### src/design/gsd_pkg.sv
// shared constants and types for the giop stream deframer
package gsd_pkg;

    localparam int unsigned BYTE_W     = 8;
    localparam int unsigned LEN_W      = 32;
    localparam int unsigned POS_W      = 4;
    localparam int unsigned MAGIC_LEN  = 4;
    localparam int unsigned HEADER_LEN = 12;

    typedef logic [BYTE_W-1:0] byte_t;
    typedef logic [LEN_W-1:0]  len_t;
    typedef logic [POS_W-1:0]  pos_t;

    // magic "GIOP"
    localparam byte_t MAGIC [MAGIC_LEN] = '{8'h47, 8'h49, 8'h4F, 8'h50};

    // header byte positions
    localparam pos_t POS_VER_MAJOR = 4'd4;
    localparam pos_t POS_VER_MINOR = 4'd5;
    localparam pos_t POS_FLAGS     = 4'd6;
    localparam pos_t POS_TYPE      = 4'd7;
    localparam pos_t POS_LEN_FIRST = 4'd8;
    localparam pos_t POS_LEN_LAST  = 4'd11;

    // result kinds
    localparam logic KIND_HEADER  = 1'b0;
    localparam logic KIND_PAYLOAD = 1'b1;

endpackage

### src/design/gsd_stream_if.sv
// valid/ready channel interfaces for received bytes and deframed results
interface gsd_byte_if
    import gsd_pkg::*;
();
    logic  valid;
    logic  ready;
    byte_t rx_byte;

    modport source (output valid, output rx_byte, input ready);
    modport sink   (input valid, input rx_byte, output ready);
endinterface

interface gsd_msg_if
    import gsd_pkg::*;
();
    logic  valid;
    logic  ready;
    logic  item_kind;
    byte_t payload_byte;
    byte_t message_type;
    len_t  message_length;
    logic  is_little_endian;
    byte_t version_major;
    byte_t version_minor;
    logic  last_of_message;

    modport source (
        output valid, output item_kind, output payload_byte, output message_type,
        output message_length, output is_little_endian, output version_major,
        output version_minor, output last_of_message, input ready
    );
    modport sink (
        input valid, input item_kind, input payload_byte, input message_type,
        input message_length, input is_little_endian, input version_major,
        input version_minor, input last_of_message, output ready
    );
endinterface

### src/design/giop_stream_deframer.sv
// giop stream deframer top level: byte stream in, header and payload items out
//
// usage
//   rx  : one received byte per item, valid/ready, accepted when both are high
//   msg : one result item per header or payload byte, valid/ready
//   while hunting, bytes are dropped until "GIOP" arrives in a row; the next
//   eight bytes (version, flags, type, length) produce no item until the
//   twelfth header byte, which yields one header item; each payload byte
//   then yields one payload item, the final one flagged last_of_message.
//   a zero length flags the header item as last. hunting then resumes.
// latency and throughput
//   one byte per cycle sustained while msg.ready is high; an accepted byte's
//   result is shown on msg the cycle after acceptance, from the output register
//   the whole per-byte parse step is combinational logic ahead of that register
// reset
//   rst_n low clears the parser to hunting and empties the output register
// stall
//   while msg.ready is low and a result is held, rx.ready drops; a byte is
//   taken in the same cycle as the held result leaves, so there is no bubble
module giop_stream_deframer
    import gsd_pkg::*;
(
    input logic    clk,
    input logic    rst_n,
    gsd_byte_if.sink  rx,
    gsd_msg_if.source msg
);

    typedef enum logic [1:0] {
        PH_HUNT = 2'd0,
        PH_HEAD = 2'd1,
        PH_BODY = 2'd2
    } phase_t;

    // parser state
    phase_t phase_reg, phase_next;
    pos_t   pos_reg, pos_next;
    byte_t  ver_major_reg, ver_major_next;
    byte_t  ver_minor_reg, ver_minor_next;
    logic   endian_reg, endian_next;
    byte_t  type_reg, type_next;
    len_t   length_reg, length_next;
    len_t   remain_reg, remain_next;

    // output register
    logic   out_valid_reg, out_valid_next;
    logic   kind_reg, kind_next;
    byte_t  pbyte_reg, pbyte_next;
    logic   last_reg, last_next;

    logic   accept;
    logic   emit;
    pos_t   pos_inc;
    logic [1:0] magic_idx;
    len_t   byte_ext;

    // take a byte whenever the output register is free or draining
    assign rx.ready = !out_valid_reg || msg.ready;
    assign accept   = rx.valid && rx.ready;

    assign pos_inc   = pos_reg + 4'd1;
    assign magic_idx = pos_reg[1:0];
    assign byte_ext  = {{(LEN_W-BYTE_W){1'b0}}, rx.rx_byte};

    always_comb
    begin
        phase_next     = phase_reg;
        pos_next       = pos_reg;
        ver_major_next = ver_major_reg;
        ver_minor_next = ver_minor_reg;
        endian_next    = endian_reg;
        type_next      = type_reg;
        length_next    = length_reg;
        remain_next    = remain_reg;
        emit           = 1'b0;
        kind_next      = kind_reg;
        pbyte_next     = pbyte_reg;
        last_next      = last_reg;

        case (phase_reg)
            PH_HEAD:
            begin
                if (pos_reg == POS_VER_MAJOR)
                begin
                    ver_major_next = rx.rx_byte;
                end
                else if (pos_reg == POS_VER_MINOR)
                begin
                    ver_minor_next = rx.rx_byte;
                end
                else if (pos_reg == POS_FLAGS)
                begin
                    endian_next = (rx.rx_byte != '0);
                end
                else if (pos_reg == POS_TYPE)
                begin
                    type_next   = rx.rx_byte;
                    length_next = '0;
                end
                else if (pos_reg >= POS_LEN_FIRST && pos_reg <= POS_LEN_LAST)
                begin
                    if (endian_reg)
                    begin
                        // little endian: byte lands at its own lane
                        length_next = length_reg | (byte_ext << {pos_reg[1:0], 3'b000});
                    end
                    else
                    begin
                        length_next = {length_reg[LEN_W-BYTE_W-1:0], rx.rx_byte};
                    end
                end

                if (pos_reg >= POS_LEN_LAST)
                begin
                    // header complete
                    emit       = 1'b1;
                    kind_next  = KIND_HEADER;
                    pbyte_next = '0;
                    last_next  = (length_next == '0);
                    pos_next   = '0;
                    if (length_next == '0)
                    begin
                        phase_next = PH_HUNT;
                    end
                    else
                    begin
                        phase_next  = PH_BODY;
                        remain_next = length_next;
                    end
                end
                else
                begin
                    pos_next = pos_inc;
                end
            end

            PH_BODY:
            begin
                emit       = 1'b1;
                kind_next  = KIND_PAYLOAD;
                pbyte_next = rx.rx_byte;
                last_next  = (remain_reg <= 32'd1);
                if (remain_reg <= 32'd1)
                begin
                    remain_next = '0;
                    phase_next  = PH_HUNT;
                    pos_next    = '0;
                end
                else
                begin
                    remain_next = remain_reg - 32'd1;
                end
            end

            default:
            begin
                // hunting, and the unused phase code
                phase_next = PH_HUNT;
                if (rx.rx_byte == MAGIC[magic_idx])
                begin
                    if (magic_idx == 2'(MAGIC_LEN - 1))
                    begin
                        phase_next = PH_HEAD;
                        pos_next   = POS_VER_MAJOR;
                    end
                    else
                    begin
                        pos_next = {2'b00, magic_idx} + 4'd1;
                    end
                end
                else
                begin
                    // a mismatching 'G' restarts the match at one
                    pos_next = (rx.rx_byte == MAGIC[0]) ? 4'd1 : 4'd0;
                end
            end
        endcase
    end

    always_comb
    begin
        out_valid_next = out_valid_reg;
        if (msg.ready)
        begin
            out_valid_next = 1'b0;
        end
        if (accept && emit)
        begin
            out_valid_next = 1'b1;
        end
    end

    always_ff @(posedge clk or negedge rst_n)
    begin
        if (!rst_n)
        begin
            phase_reg     <= PH_HUNT;
            pos_reg       <= '0;
            ver_major_reg <= '0;
            ver_minor_reg <= '0;
            endian_reg    <= 1'b0;
            type_reg      <= '0;
            length_reg    <= '0;
            remain_reg    <= '0;
            out_valid_reg <= 1'b0;
        end
        else
        begin
            out_valid_reg <= out_valid_next;
            if (accept)
            begin
                phase_reg     <= phase_next;
                pos_reg       <= pos_next;
                ver_major_reg <= ver_major_next;
                ver_minor_reg <= ver_minor_next;
                endian_reg    <= endian_next;
                type_reg      <= type_next;
                length_reg    <= length_next;
                remain_reg    <= remain_next;
            end
        end
    end

    // result payload, loaded only with a new result
    always_ff @(posedge clk)
    begin
        if (accept && emit)
        begin
            kind_reg  <= kind_next;
            pbyte_reg <= pbyte_next;
            last_reg  <= last_next;
        end
    end

    // held header values are stable while a result waits, since no byte is
    // taken then; they are shown straight from the parser registers
    assign msg.valid            = out_valid_reg;
    assign msg.item_kind        = kind_reg;
    assign msg.payload_byte     = pbyte_reg;
    assign msg.last_of_message  = last_reg;
    assign msg.message_type     = type_reg;
    assign msg.message_length   = length_reg;
    assign msg.is_little_endian = endian_reg;
    assign msg.version_major    = ver_major_reg;
    assign msg.version_minor    = ver_minor_reg;

`ifndef NO_ASSERTIONS
    // every payload byte taken yields a result in the next cycle
    a_body_emits: assert property (@(posedge clk) disable iff (!rst_n)
        (accept && phase_reg == PH_BODY) |=> out_valid_reg)
        else $error("payload byte produced no result");

    // header capture only runs over header byte positions
    a_head_pos: assert property (@(posedge clk) disable iff (!rst_n)
        (phase_reg == PH_HEAD) |-> (pos_reg >= POS_VER_MAJOR && pos_reg <= POS_LEN_LAST))
        else $error("header position out of range");

    // hunting keeps the magic match count below the magic length
    a_hunt_pos: assert property (@(posedge clk) disable iff (!rst_n)
        (phase_reg == PH_HUNT) |-> (pos_reg < 4'(MAGIC_LEN)))
        else $error("magic match count out of range");

    // the payload phase always has bytes still to come
    a_body_remain: assert property (@(posedge clk) disable iff (!rst_n)
        (phase_reg == PH_BODY) |-> (remain_reg != '0))
        else $error("payload phase with nothing remaining");

    // a last payload result returns the parser to hunting
    a_last_hunt: assert property (@(posedge clk) disable iff (!rst_n)
        (accept && phase_reg == PH_BODY && remain_reg <= 32'd1) |=> (phase_reg == PH_HUNT))
        else $error("parser did not resume hunting after last byte");
`endif

endmodule

### src/flat_wrapper.sv
// flat-port wrapper written by rule: the top's interface ports become plain ports
module giop_stream_deframer_flat import gsd_pkg::*;
  (clk, rst_n, rx_valid, rx_rx_byte, rx_ready, msg_valid, msg_item_kind, msg_payload_byte, msg_message_type, msg_message_length, msg_is_little_endian, msg_version_major, msg_version_minor, msg_last_of_message, msg_ready);
  gsd_byte_if rx_i ();
  gsd_msg_if msg_i ();
  input logic clk;
  input logic rst_n;
  input wire logic [$bits(rx_i.valid)-1:0] rx_valid;
  input wire logic [$bits(rx_i.rx_byte)-1:0] rx_rx_byte;
  output wire logic [$bits(rx_i.ready)-1:0] rx_ready;
  output wire logic [$bits(msg_i.valid)-1:0] msg_valid;
  output wire logic [$bits(msg_i.item_kind)-1:0] msg_item_kind;
  output wire logic [$bits(msg_i.payload_byte)-1:0] msg_payload_byte;
  output wire logic [$bits(msg_i.message_type)-1:0] msg_message_type;
  output wire logic [$bits(msg_i.message_length)-1:0] msg_message_length;
  output wire logic [$bits(msg_i.is_little_endian)-1:0] msg_is_little_endian;
  output wire logic [$bits(msg_i.version_major)-1:0] msg_version_major;
  output wire logic [$bits(msg_i.version_minor)-1:0] msg_version_minor;
  output wire logic [$bits(msg_i.last_of_message)-1:0] msg_last_of_message;
  input wire logic [$bits(msg_i.ready)-1:0] msg_ready;
  assign rx_i.valid = rx_valid;
  assign rx_i.rx_byte = rx_rx_byte;
  assign rx_ready = rx_i.ready;
  assign msg_valid = msg_i.valid;
  assign msg_item_kind = msg_i.item_kind;
  assign msg_payload_byte = msg_i.payload_byte;
  assign msg_message_type = msg_i.message_type;
  assign msg_message_length = msg_i.message_length;
  assign msg_is_little_endian = msg_i.is_little_endian;
  assign msg_version_major = msg_i.version_major;
  assign msg_version_minor = msg_i.version_minor;
  assign msg_last_of_message = msg_i.last_of_message;
  assign msg_i.ready = msg_ready;
  giop_stream_deframer u_core (.clk(clk), .rst_n(rst_n), .rx(rx_i), .msg(msg_i));
endmodule
### config.mk
export PLATFORM = sky130hd
export DESIGN_NAME = giop_stream_deframer_flat
export DESIGN_NICKNAME = d
export VERILOG_FILES = /design/src/design/gsd_pkg.sv /design/src/design/gsd_stream_if.sv /design/src/design/giop_stream_deframer.sv /design/src/flat_wrapper.sv
export SDC_FILE = /design/constraint.sdc
export NUM_CORES = 1
export LEC_CHECK = 0
export BUFFER_PORTS_ARGS = -buffer_cell sky130_fd_sc_hd__buf_4
export CAP_MARGIN = 20
export CORE_MARGIN = 3
export CORE_UTILIZATION = 60
export CTS_BUF_LIST = sky130_fd_sc_hd__clkbuf_2
export CTS_CLUSTER_SIZE = 14
export DETAILED_ROUTE_END_ITERATION = 7
export PLACE_DENSITY = 0.83
export RECOVER_POWER = 25
export SYNTH_ARGS = -nofsm -noshare
export SYNTH_HDL_FRONTEND = slang
export SYNTH_SLANG_ARGS = --single-unit
### constraint.sdc
create_clock -name clk -period 4.95 [get_ports clk]
set_input_delay 0.495 -clock clk [delete_from_list [all_inputs] [get_ports clk]]
set_output_delay 0.495 -clock clk [all_outputs]
set_load 0.01 [all_outputs]
==> summary.txt, run 1 <==
Yosys
  – Prevailing post-synth register cell: dfrtp_1
  – Parity-gate share of the synthesized area counting xor and xnor cells: 0.00143
  – Mean post-synth cell area: roughly 9 µm²
  – Instance count of the mapped netlist: ~670
  – Register bit total from synthesis: between 100 and 150
  – Number of warnings reported in the yosys synthesis log: 0
  – Mapped Nets: a little under 700
  – Post-synth EDFFs: 10
  – Simple-gate share of the synthesized area: 0.172
  – Proportion of synthesized area in mux cells: 0.0786
  – Sequential fraction of the synthesis area: 0.441
  – Area fraction in compound gates after synthesis: 0.244
  – Fraction of the mapped netlist area in adder cells: 0.0163
  – Combinational family with the most area after synthesis: compound AO/OA/AOI/OAI gates
  – Total standard cell area after synthesis: slightly above 6000 µm²
  – Share of flip-flops with an asynchronous set or reset: 0.906
  – Library cells used by synthesis: between 60 and 70

Place
  – Placement-stage worst setup slack: roughly 1.2 ns
  – Port bufs: 80
  – Detailed placement HPWL: 12500 µm
  – Final weighted congestion in routability-driven placement: between 0.9 and 1
  – Number of cells after detailed placement: ~850

STA
  – Final count of hold timing violations: 0
  – Total setup violations reported at the end of the flow: 0
  – Post-route setup slack: ~0.9 ns
  – Actual slew at the worst max-slew pin: about 2.4 ns
  – Slew HR: -0.612
  – Setup Skew: about 0.035 ns
  – Unrepaired setup endpoints after global routing: false
  – Final critical-path required period: 4.05 ns
  – Final cycle utilization of the critical path: 0.818
  – Maximum operating frequency: approximately 0.25 GHz
  – Total count of max-transition violations in the final report: 46
  – Total Neg Setup Slack: 0 ns

Finish
  – Area occupied by registers: ~2700 µm²
  – Multi-input gate area in the final layout: approximately 3200 µm²
  – Fraction of layout cells with a size suffix above 1: 0.212
  – Fin nets: approximately 750
  – Total of fill cells in the finished design: between 700 and 800
  – Synth-to-layout area growth: 12.1%
  – Antenna diode count: 0
  – Final Instance Count excl. Fillers: approximately 860

Global routing
  – Vias in the first global route: between 5000 and 6000
  – GRT Resource Usage Total: 0.317
  – Pin count of the biggest net entering global routing: 65
  – Initial antenna violation count: 0
  – Global-route wire length before repair: around 29000 µm
  – Total gr overflow: 0

Die
  – Die H: about 110 µm
  – Die extent in x: 107 µm
  – DIE AREA: 11500 µm²
  – Initial cell density of the core: 0.621
  – Core area: approximately 9900 µm²
  – I/O pin count: about 80
  – Rows: 36

Worst setup path
  – Maximum fanout count along the critical path: 64
  – CP Data Required Time: 5.49 ns
  – Critical Path Sink Type: flop
  – Worst r2r src: u_core.pos_reg[0]
  – Worst path arrival time: approximately 4.6 ns
  – Minimum setup slack among reg-to-reg paths: between 0.8 and 0.9 ns
  – Depth of the worst register-to-register path: 11
  – Crit Reg-Reg Endpoint: u_core.remain_reg[13]
  – Kind of launch point of the worst setup path: flop
  – Setup Crit Path Kind: reg2reg

Run status
  – Violations in the final reports: capacitance limit, slew limit
  – Outcome: complete, but fails checks

Route
  – Remaining routing DRC violations: 0
  – Vias per cell: 6.64
  – Detailed-route wire length: roughly 18000 µm
  – Length of the first detailed-routing pass in iterations: 6
  – Wire length per cell after detailed routing: around 20 µm
  – Post-DRT Antenna Nets: 0
  – Count of vias placed by the detailed router: 5729
  – Violation count after the first detailed-route iteration: between 700 and 800

CTS
  – Clock tree buffer depth: 2
  – Setup bufs post-CTS: 0
  – Later-pin clock latency in the skew report: ~0.62 ns
  – TritonCTS buffer count: 9
  – Clock transition at path regs: roughly 0.28 ns
  – Clock Root Buffer: clkbuf_2
  – Total of cells resized after clock tree synthesis: 0
  – Clock Sink Count: approximately 110
  – Count of H-tree levels built during CTS: 3
  – Total of hold buffers inserted after clock tree synthesis: 1
  – CTS tree: built

Hold path
  – Worst hold path type: in2reg
  – Hold path endpoint: u_core.msg.valid
  – Depth of the worst hold-timing path: 3
  – Hold Path Origin: rx_valid

Pwr
  – Reported leakage power: ~3.1 nW
  – Power share of the sequential group: 0.459
  – Worst VDD drop: between 0.0002 and 0.0003 V
  – Net Sw Power: ~0.0013 W
  – Total power per unit cell area: 442 nW/µm²
  – Internal power: between 0.0015 and 0.002 W
  – Part of the total power dissipated in the clock network: 0.121
  – Comb power frac: 0.420
  – Switching power as a share of total power: 0.419

Flow run
  – Max-cap viol count: 1
==> critical path: stages, from the launching register on <==
cell and delay, ns:
dfrtp_1 0.58, inv_1 0.15, ha_1 0.30, or3_1 0.54
nand2_1 0.45, a21oi_1 0.26, nor4_1 0.39, nand4_1 0.25
o21ai_4 0.19, buf_4 0.51, o21ai_1 0.19, o21ai_1 0.13
==> placed cells by master (no fill, tap or decap), drive strengths merged, types with 3 or more instances in the layout <==
master  count
a211o       3
a211oi     21
a21o       11
a21oi      56
a22oi       9
a31oi       8
a32oi       6
and2       11
and3        5
and4b       3
buf        88
clkbuf     14
clkinv      4
dfrtp      96
edfxtp     10
ha          8
inv        18
mux2       41
nand2      41
nand2b      4
nand3      11
nand3b      5
nand4       6
nor2       58
nor2b       3
nor3       14
nor3b       4
nor4       12
nor4b       4
o211ai      3
o21a        4
o21ai     103
o22ai      10
o32a        3
or4         3
or4b        4
==> routing by layer <==
metal	global-route usage	routed length [µm]
met1	0.458	7460
met2	0.484	8070
met4	0.107	442
met5	0	0
met3	0.0578	1650
==> synth_stat cells, types with 14 or more instances <==
library cell,count,share of area
buf_2,14,0.011
nor3_1,14,0.011
o21ai_0,49,0.040
clkbuf_1,33,0.020
o21ai_1,53,0.043
inv_1,16,0.0098
nor2_1,57,0.035
nand2_1,41,0.025
a21oi_1,56,0.046
a211oi_1,21,0.026
dfrtp_1,96,0.39
mux2_2,41,0.075
==> power by group through the flow <==
stage / sequential, W / combinational [W] / clock [W]
after detailed placement: 0.00140 / 0.00126 / 0
after CTS: 0.00138 / 0.00126 / 0.000370
after global placement: 0.00138 / 0.00122 / 0
after floorplan: 0.00139 / 0.000700 / 0
after global routing: 0.00142 / 0.00139 / 0.000405
final: 0.00139 / 0.00127 / 0.000368
==> stage by stage <==
stage | hold slack, ns | area (µm²) | util | power, W
2_1_floorplan | 0.199 | 6130 | - | 0.00209
3_3_place_gp | 0.468 | 6770 | 0.686 | 0.00259
3_5_place_dp | 0.488 | 6770 | 0.686 | 0.00265
4_1_cts | 0.145 | 6870 | 0.696 | 0.00301
5_1_grt | 0.134 | 6860 | 0.696 | 0.00322
6_report | 0.146 | 6860 | 0.696 | 0.00303
==> cells by family after synthesis <==
| kind of cell | after synthesis |
|---|---|
| muxes | 43 |
| DFF | 106 |
| buffers and inverters | 68 |
| AOI/OAI and AO/OA | 250 |
| and+or+nand+nor | 197 |
| adders and majority gates | 8 |
| xor gates and xnor gates | 1 |
==> layout make-up <==
| type | count | share of cell area |
|---|---|---|
| Clock buffer | 10 | 0.00729 |
| Clock inverter | 6 | 0.00602 |
| Inverter | 16 | 0.00875 |
| Multi-Input combinational cell | 499 | 0.460 |
| Sequential cell | 106 | 0.394 |
| Tap cell | 133 | 0.0242 |
| Timing Repair Buffer | 93 | 0.100 |
==> how the worst max path moves through the flow <==
| stage | from | endpoint | slack (ns) | cells after the start |
|---|---|---|---|---|
| 4_1_cts | u_core.pos_reg[0] | u_core.remain_reg[13] | 1.11 | 11 |
| 3_3_place_gp | u_core.pos_reg[0] | u_core.remain_reg[28] | 1.35 | 11 |
| 5_1_grt | u_core.pos_reg[0] | u_core.remain_reg[28] | 0.68 | 10 |
| 6_report | u_core.pos_reg[0] | u_core.remain_reg[13] | 0.90 | 11 |
| 2_1_floorplan | u_core.pos_reg[0] | u_core.remain_reg[25] | 2.06 | 12 |
| 3_5_place_dp | u_core.pos_reg[0] | u_core.remain_reg[30] | 1.18 | 11 |
(Power assumes the default switching activity.)
==> run 2, diff against run 1 <==
==> constraint.sdc (replaced) <==
create_clock -name clk -period 3.8 [get_ports clk]
set_input_delay 0.38 -clock clk [delete_from_list [all_inputs] [get_ports clk]]
set_output_delay 0.38 -clock clk [all_outputs]
set_load 0.01 [all_outputs]
==> summary.txt, run 2 (same netlist as run 1, synthesis figures left out) <==
Finish
  – Total of fill cells in the finished design: 780 (+4.0%)
  – Commonest cells after routing, fill and taps aside: buf_4 (98), dfrtp_1 (96), nor2_1 (57)
  – Area occupied by registers: 2700 µm² (unchanged)
  – Synth-to-layout area growth: 13.9%
  – Multi-input gate area in the final layout: 3160 µm² (unchanged)
  – Commonest non-fill, non-tap cell in the layout: buf_4
  – Fraction of layout cells with a size suffix above 1: 0.224 (+0.0120)
  – Fin nets: 755 (+1.3%)

Die
  – Core area: 9860 µm² (unchanged)
  – Initial cell density of the core: 0.621 (unchanged)
  – Die extent in x: 107 µm (unchanged)
  – I/O pin count: 81 (unchanged)
  – Rows: 36 (unchanged)
  – Die H: 107 µm (unchanged)
  – DIE AREA: 11500 µm² (unchanged)

CTS
  – Clock Sink Count: 106 (unchanged)
  – Count of H-tree levels built during CTS: 3 (unchanged)
  – Clock transition at path regs: 0.30 ns (+0.02 ns)
  – Clock tree buffer depth: 2 (unchanged)
  – TritonCTS buffer count: 9 (unchanged)
  – Later-pin clock latency in the skew report: 0.68 ns (+0.06 ns)
  – Clock Root Buffer: clkbuf_2
  – CTS tree: built
  – Setup bufs post-CTS: 0 (unchanged)

STA
  – Final cycle utilization of the critical path: 0.908 (+0.0897)
  – Unrepaired setup endpoints after global routing: false
  – Actual slew at the worst max-slew pin: 1.78 ns (-0.634 ns)
  – Total setup violations reported at the end of the flow: 0 (unchanged)
  – Slew HR: -0.189 (+0.423)
  – Maximum operating frequency: 0.290 GHz (+17%)
  – Total count of max-transition violations in the final report: 99 (+120%)
  – Final count of hold timing violations: 0 (unchanged)
  – Total Neg Setup Slack: 0 ns (unchanged)
  – Final critical-path required period: 3.45 ns (-0.600 ns)
  – Setup Skew: 0.0461 ns (+0.0114 ns)
  – Final worst hold slack: 0.0581 ns (-0.0879 ns)

Pwr
  – Part of the total power dissipated in the clock network: 0.131 (+0.010)
  – Total power per unit cell area: 573 nW/µm² (+30%)
  – Switching power as a share of total power: 0.422 (+0.00285)
  – Internal power: 0.00231 W (+31%)
  – Worst VDD drop: 0.000368 V (+37%)
  – Reported leakage power: 3.13 nW (+2.2%)
  – Net Sw Power: 0.00169 W (+33%)
  – Comb power frac: 0.418 (-0.002)
  – Power share of the sequential group: 0.452 (-0.007)

Worst setup path
  – Maximum fanout count along the critical path: 64 (unchanged)
  – Critical Path Sink Type: flop
  – Most used cell, CP: o21ai_1
  – Standard cell with the maximum stage delay on the critical path: dfrtp_1
  – Kind of cell adding the most delay to the critical path: simple AND/OR/NAND/NOR gates
  – Worst path arrival time: 4.05 ns (-0.54 ns)
  – Critical path, cell by cell: inv_1 -> ha_1 -> or3_1 -> nand2_1 -> buf_4 -> a21oi_1 -> nor4_1 -> nand4_1 -> o21ai_4 -> buf_12 -> o21ai_1 -> o21ai_1
  – Slowest Stage Delay on Critical Path: 0.58 ns (about the same)
  – Setup Crit Path Kind: reg2reg
  – Number of buffer and inverter instances along the worst setup path: 3 (+1)
  – Kind of launch point of the worst setup path: flop
  – CP Data Required Time: 4.40 ns (-1.09 ns)

Global routing
  – Initial antenna violation count: 1 (+1)
  – Vias in the first global route: 5375 (+0.21%)
  – Global-route wire length before repair: 29000 µm (+1.5%)
  – Total gr overflow: 0 (unchanged)
  – Pin count of the biggest net entering global routing: 70 (+7.7%)
  – GRT Resource Usage Total: 0.327 (+0.00950)

Route
  – Vias per cell: 6.63 (-0.14%)
  – Violation count after the first detailed-route iteration: 567 (-19%)
  – Detailed-route wire length: 18100 µm (+2.7%)
  – Length of the first detailed-routing pass in iterations: 6 (unchanged)
  – Post-DRT Antenna Nets: 0 (unchanged)
  – Count of vias placed by the detailed router: 5794 (+1.1%)
  – Remaining routing DRC violations: 0 (unchanged)
  – Wire length per cell after detailed routing: 20.7 µm (+1.4%)

Run status
  – Outcome: complete, but fails checks
  – Violations in the final reports: capacitance limit, slew limit

Hold path
  – Worst hold path type: in2reg

Flow run
  – Max-cap viol count: 2 (+1)

Place
  – Detailed placement HPWL: 12900 µm (+3.1%)
  – Final weighted congestion in routability-driven placement: 0.991 (-0.54%)
  – Port bufs: 80 (unchanged)
[run 2: worst paths after layout]
check	depth (start not counted)	slack (ns)	to	from
setup / recovery	12	0.35	u_core.remain_reg[10]	u_core.pos_reg[0]
hold / removal	2	0.06	u_core.msg.version_major[7]	rx_rx_byte[7]
setup reg to reg	12	0.35	u_core.remain_reg[10]	u_core.pos_reg[0]
hold reg to reg	2	0.53	u_core.msg.version_major[5]	u_core.msg.version_major[5]
max in group asynchronous	3	0.99	u_core.msg.message_length[17]	rst_n
min in group asynchronous	2	0.67	u_core.msg.message_length[1]	rst_n
[run 2: final cells by class]
type,instances,share of cell area
antenna,1,0.000359
inverter,16,0.00861
timing repair buffer,103,0.112
multi-input combinational,499,0.452
sequential,106,0.387
tap,133,0.0238
clock inverter,7,0.00879
clock buffer,9,0.00646
[run 2: power by group through the flow]
stage,combinational [W],clock (W),sequential [W]
2_1_floorplan,0.000912,0,0.00181
3_3_place_gp,0.00160,0,0.00180
3_5_place_dp,0.00164,0,0.00182
4_1_cts,0.00165,0.000534,0.00179
5_1_grt,0.00182,0.000583,0.00185
6_report,0.00167,0.000523,0.00181
[run 2: per-stage QoR]
| step | instances | worst slack (ns) | instance area (µm²) | total power (W) | util |
|---|---|---|---|---|---|
| after floorplan | 673 | 0.909 | 6130 | 0.00272 | - |
| after global placement | 855 | 0.582 | 6860 | 0.00340 | 0.695 |
| after detailed placement | 855 | 0.476 | 6860 | 0.00346 | 0.695 |
| after global routing | 874 | 0.120 | 6980 | 0.00426 | 0.707 |
| final | 874 | 0.350 | 6980 | 0.00400 | 0.707 |
| after CTS | 873 | 0.437 | 6980 | 0.00398 | 0.708 |
[run 2: worst reg2reg max path: cells and delay by family, from the launching register on]
kind / cells / cell delay [ns]
and+or+nand+nor: 4 / 1.33
buffers and inverters: 3 / 0.61
AOI/OAI and AO/OA: 4 / 0.61
DFF: 1 / 0.58
adders and majority gates: 1 / 0.28
[run 2: what timing repair did]
item	CTS	global route
endpoints found under the hold margin	69	0
hold buffers	2	0
gates resized for setup	0	0
[run 2: routing by layer]
| metal | share of wire | global-route usage | wire, µm | up-vias |
|---|---|---|---|---|
| met1 | 0.42 | 0.469 | 7670 | 2772 |
| met3 | 0.096 | 0.0807 | 1740 | 50 |
| li1 | - | - | - | 2637 |
| met4 | 0.030 | 0.111 | 534 | 0 |
| met5 | 0 | 0 | 0 | - |
| met2 | 0.45 | 0.486 | 8150 | 335 |
==> run 3, diff against run 2 <==
--- a/config.mk
+++ b/config.mk
@@ -12,6 +12,7 @@
 export CTS_BUF_LIST = sky130_fd_sc_hd__clkbuf_2
 export CTS_CLUSTER_SIZE = 14
 export DETAILED_ROUTE_END_ITERATION = 7
+export MAX_ROUTING_LAYER = met4
 export PLACE_DENSITY = 0.83
 export RECOVER_POWER = 25
 export SYNTH_ARGS = -nofsm -noshare
==> summary.txt, run 3 (same netlist as run 1, synthesis figures left out) <==
STA
  – Final count of hold timing violations: 0 (unchanged)
  – Post-route setup slack: 0.197 ns (-0.153 ns)
  – Actual slew at the worst max-slew pin: 1.86 ns (+0.0811 ns)
  – Total setup violations reported at the end of the flow: 0 (unchanged)
  – Total Neg Setup Slack: 0 ns (unchanged)
  – Unrepaired setup endpoints after global routing: false
  – Final cycle utilization of the critical path: 0.948 (+0.0404)
  – Slew HR: -0.243 (-0.0541)
  – Total count of max-transition violations in the final report: 76 (-23%)
  – Setup Skew: 0.0293 ns (-0.0168 ns)
  – Final critical-path required period: 3.60 ns (+0.153 ns)
  – Maximum operating frequency: 0.278 GHz (-4.3%)

Route
  – Vias per cell: 6.58 (-0.72%)
  – Wire length per cell after detailed routing: 21.0 µm (+1.6%)
  – Count of vias placed by the detailed router: 5752 (-0.72%)
  – Violation count after the first detailed-route iteration: 626 (+10%)
  – Remaining routing DRC violations: 0 (unchanged)
  – Detailed-route wire length: 18400 µm (+1.6%)
  – Post-DRT Antenna Nets: 0 (unchanged)
  – Length of the first detailed-routing pass in iterations: 5 (-1)

Pwr
  – Comb power frac: 0.409 (-0.009)
  – Power share of the sequential group: 0.444 (-0.008)
  – Worst VDD drop: 0.000389 V (+5.7%)
  – Total power per unit cell area: 580 nW/µm² (+1.3%)
  – Post-route total power: 0.00407 W (+1.7%)
  – Switching power as a share of total power: 0.403 (-0.0185)
  – Internal power: 0.00243 W (+5.0%)
  – Net Sw Power: 0.00164 W (-2.8%)
  – Part of the total power dissipated in the clock network: 0.147 (+0.016)
  – Reported leakage power: 3.14 nW (+0.46%)

Place
  – Port bufs: 80 (unchanged)
  – Final weighted congestion in routability-driven placement: 0.975 (-1.6%)
  – Placement-stage worst setup slack: 0.295 ns (-0.181 ns)
  – Detailed placement HPWL: 13000 µm (+0.77%)

Worst setup path
  – Stages on the worst setup path: 12 (unchanged)
  – Maximum fanout count along the critical path: 64 (unchanged)
  – Critical path, cell by cell: inv_1 -> ha_1 -> or3_1 -> nand2_1 -> buf_4 -> a21oi_1 -> nor4_1 -> nand4_1 -> o21ai_4 -> buf_12 -> o21ai_1 -> o21ai_1
  – Crit Reg-Reg Endpoint: u_core.remain_reg[26]
  – Worst path arrival time: 4.16 ns (+0.11 ns)
  – Setup Crit Path Kind: reg2reg
  – Slowest Stage Delay on Critical Path: 0.54 ns (-0.04 ns)
  – Worst r2r src: u_core.pos_reg[0]
  – Standard cell with the maximum stage delay on the critical path: or3_1
  – CP Data Required Time: 4.36 ns (-0.04 ns)
  – Critical Path Sink Type: flop
  – Kind of launch point of the worst setup path: flop
  – Number of buffer and inverter instances along the worst setup path: 3 (unchanged)
  – Most used cell, CP: o21ai_1
  – Depth of the worst register-to-register path: 12 (unchanged)
  – Kind of cell adding the most delay to the critical path: simple AND/OR/NAND/NOR gates
  – Minimum setup slack among reg-to-reg paths: 0.20 ns (-0.15 ns)

CTS
  – Clock Root Buffer: clkbuf_2
  – Later-pin clock latency in the skew report: 0.64 ns (-0.04 ns)
  – Clock transition at path regs: 0.27 ns (-0.03 ns)
  – Count of H-tree levels built during CTS: 3 (unchanged)
  – Setup bufs post-CTS: 0 (unchanged)
  – TritonCTS buffer count: 9 (unchanged)
  – Clock Sink Count: 106 (unchanged)
  – Clock tree buffer depth: 2 (unchanged)
  – CTS tree: built

Die
  – DIE AREA: 11500 µm² (unchanged)
  – Initial cell density of the core: 0.621 (unchanged)
  – Die H: 107 µm (unchanged)
  – I/O pin count: 81 (unchanged)
  – Rows: 36 (unchanged)
  – Core area: 9860 µm² (unchanged)
  – Die extent in x: 107 µm (unchanged)

Finish
  – Fraction of layout cells with a size suffix above 1: 0.228 (+0.00375)
  – Fin nets: 756 (+0.13%)
  – Antenna diode count: 0 (-1)
  – Total of fill cells in the finished design: 771 (-1.2%)
  – Commonest non-fill, non-tap cell in the layout: buf_4
  – Util after Layout: 0.710 (+0.00304)
  – Commonest cells after routing, fill and taps aside: buf_4 (100), dfrtp_1 (94), nor2_1 (57)
  – Synth-to-layout area growth: 14.4%

Hold path
  – Hold path endpoint: u_core.msg.valid
  – Worst hold path type: in2reg
  – Hold Path Origin: rx_valid
  – Depth of the worst hold-timing path: 3 (+1)

Run status
  – Outcome: complete, but fails checks
  – Violations in the final reports: capacitance limit, slew limit

Global routing
  – Total gr overflow: 0 (unchanged)
  – Pin count of the biggest net entering global routing: 81 (+16%)
  – Global-route wire length before repair: 29400 µm (+1.5%)
  – GRT Resource Usage Total: 0.341 (+0.0140)
  – Vias in the first global route: 5351 (-0.45%)
  – Initial antenna violation count: 0 (-1)

Flow run
  – Max-cap viol count: 1 (-1)
run 3: final cells by class:
class | count | area, µm² | share of cell area
clock buffer | 10 | 50.0 | 0.00714
timing repair buffer | 104 | 790 | 0.113
sequential | 106 | 2710 | 0.386
inverter | 16 | 60.1 | 0.00857
tap | 133 | 166 | 0.0237
clock inverter | 6 | 81.3 | 0.0116
multi-input combinational | 499 | 3160 | 0.450
run 3: worst reg2reg max path: stages, from the launching register on:
cell     delay (ns)
dfrtp_2        0.52
inv_1          0.11
ha_1           0.28
or3_1          0.54
nand2_1        0.25
buf_4          0.23
a21oi_1        0.14
nor4_1         0.44
nand4_1        0.27
o21ai_4        0.23
buf_12         0.27
o21ai_1        0.15
o21ai_1        0.11
run 3: worst max-delay path by stage:
stage                      startpoint                     to
floorplan           u_core.pos_reg[0]  u_core.remain_reg[25]
global placement    u_core.pos_reg[0]  u_core.remain_reg[27]
detailed placement  u_core.pos_reg[0]  u_core.remain_reg[25]
CTS                 u_core.pos_reg[0]  u_core.remain_reg[26]
global route        u_core.pos_reg[0]  u_core.remain_reg[28]
finish              u_core.pos_reg[0]  u_core.remain_reg[26]
run 3: power by group through the flow:
stage / clock, W / sequential, W / combinational (W)
after global placement: 0 / 0.00179 / 0.00160
after floorplan: 0 / 0.00181 / 0.000912
after detailed placement: 0 / 0.00182 / 0.00164
final: 0.000596 / 0.00180 / 0.00166
after CTS: 0.000602 / 0.00179 / 0.00165
after global routing: 0.000645 / 0.00185 / 0.00181
run 3: through the flow:
stage / hold WS [ns] / instance area (µm²) / cells
4_1_cts: 0.0369 / 7000 / 873
5_1_grt: 0.0302 / 7010 / 874
3_5_place_dp: 0.487 / 6860 / 856
6_report: 0.0623 / 7010 / 874
3_3_place_gp: 0.468 / 6860 / 856
2_1_floorplan: 0.0844 / 6130 / 673
run 3: per-layer routing:
layer  vias to the layer above  routed length (µm)  part of all wire  track usage
met5                         -                   0                 0            -
li1                       2625                   -                 -            -
met4                         0                 327             0.018       0.0840
met3                        24                1790             0.097       0.0771
met2                       316                8350              0.45        0.489
met1                      2787                7900              0.43        0.494
run 3: what timing repair did:
item | 4_1_cts | 5_1_grt
endpoints found under the setup margin | 0 | 27
endpoints found under the hold margin | 79 | 0
hold buffers | 1 | 0
resized for setup | 0 | 2
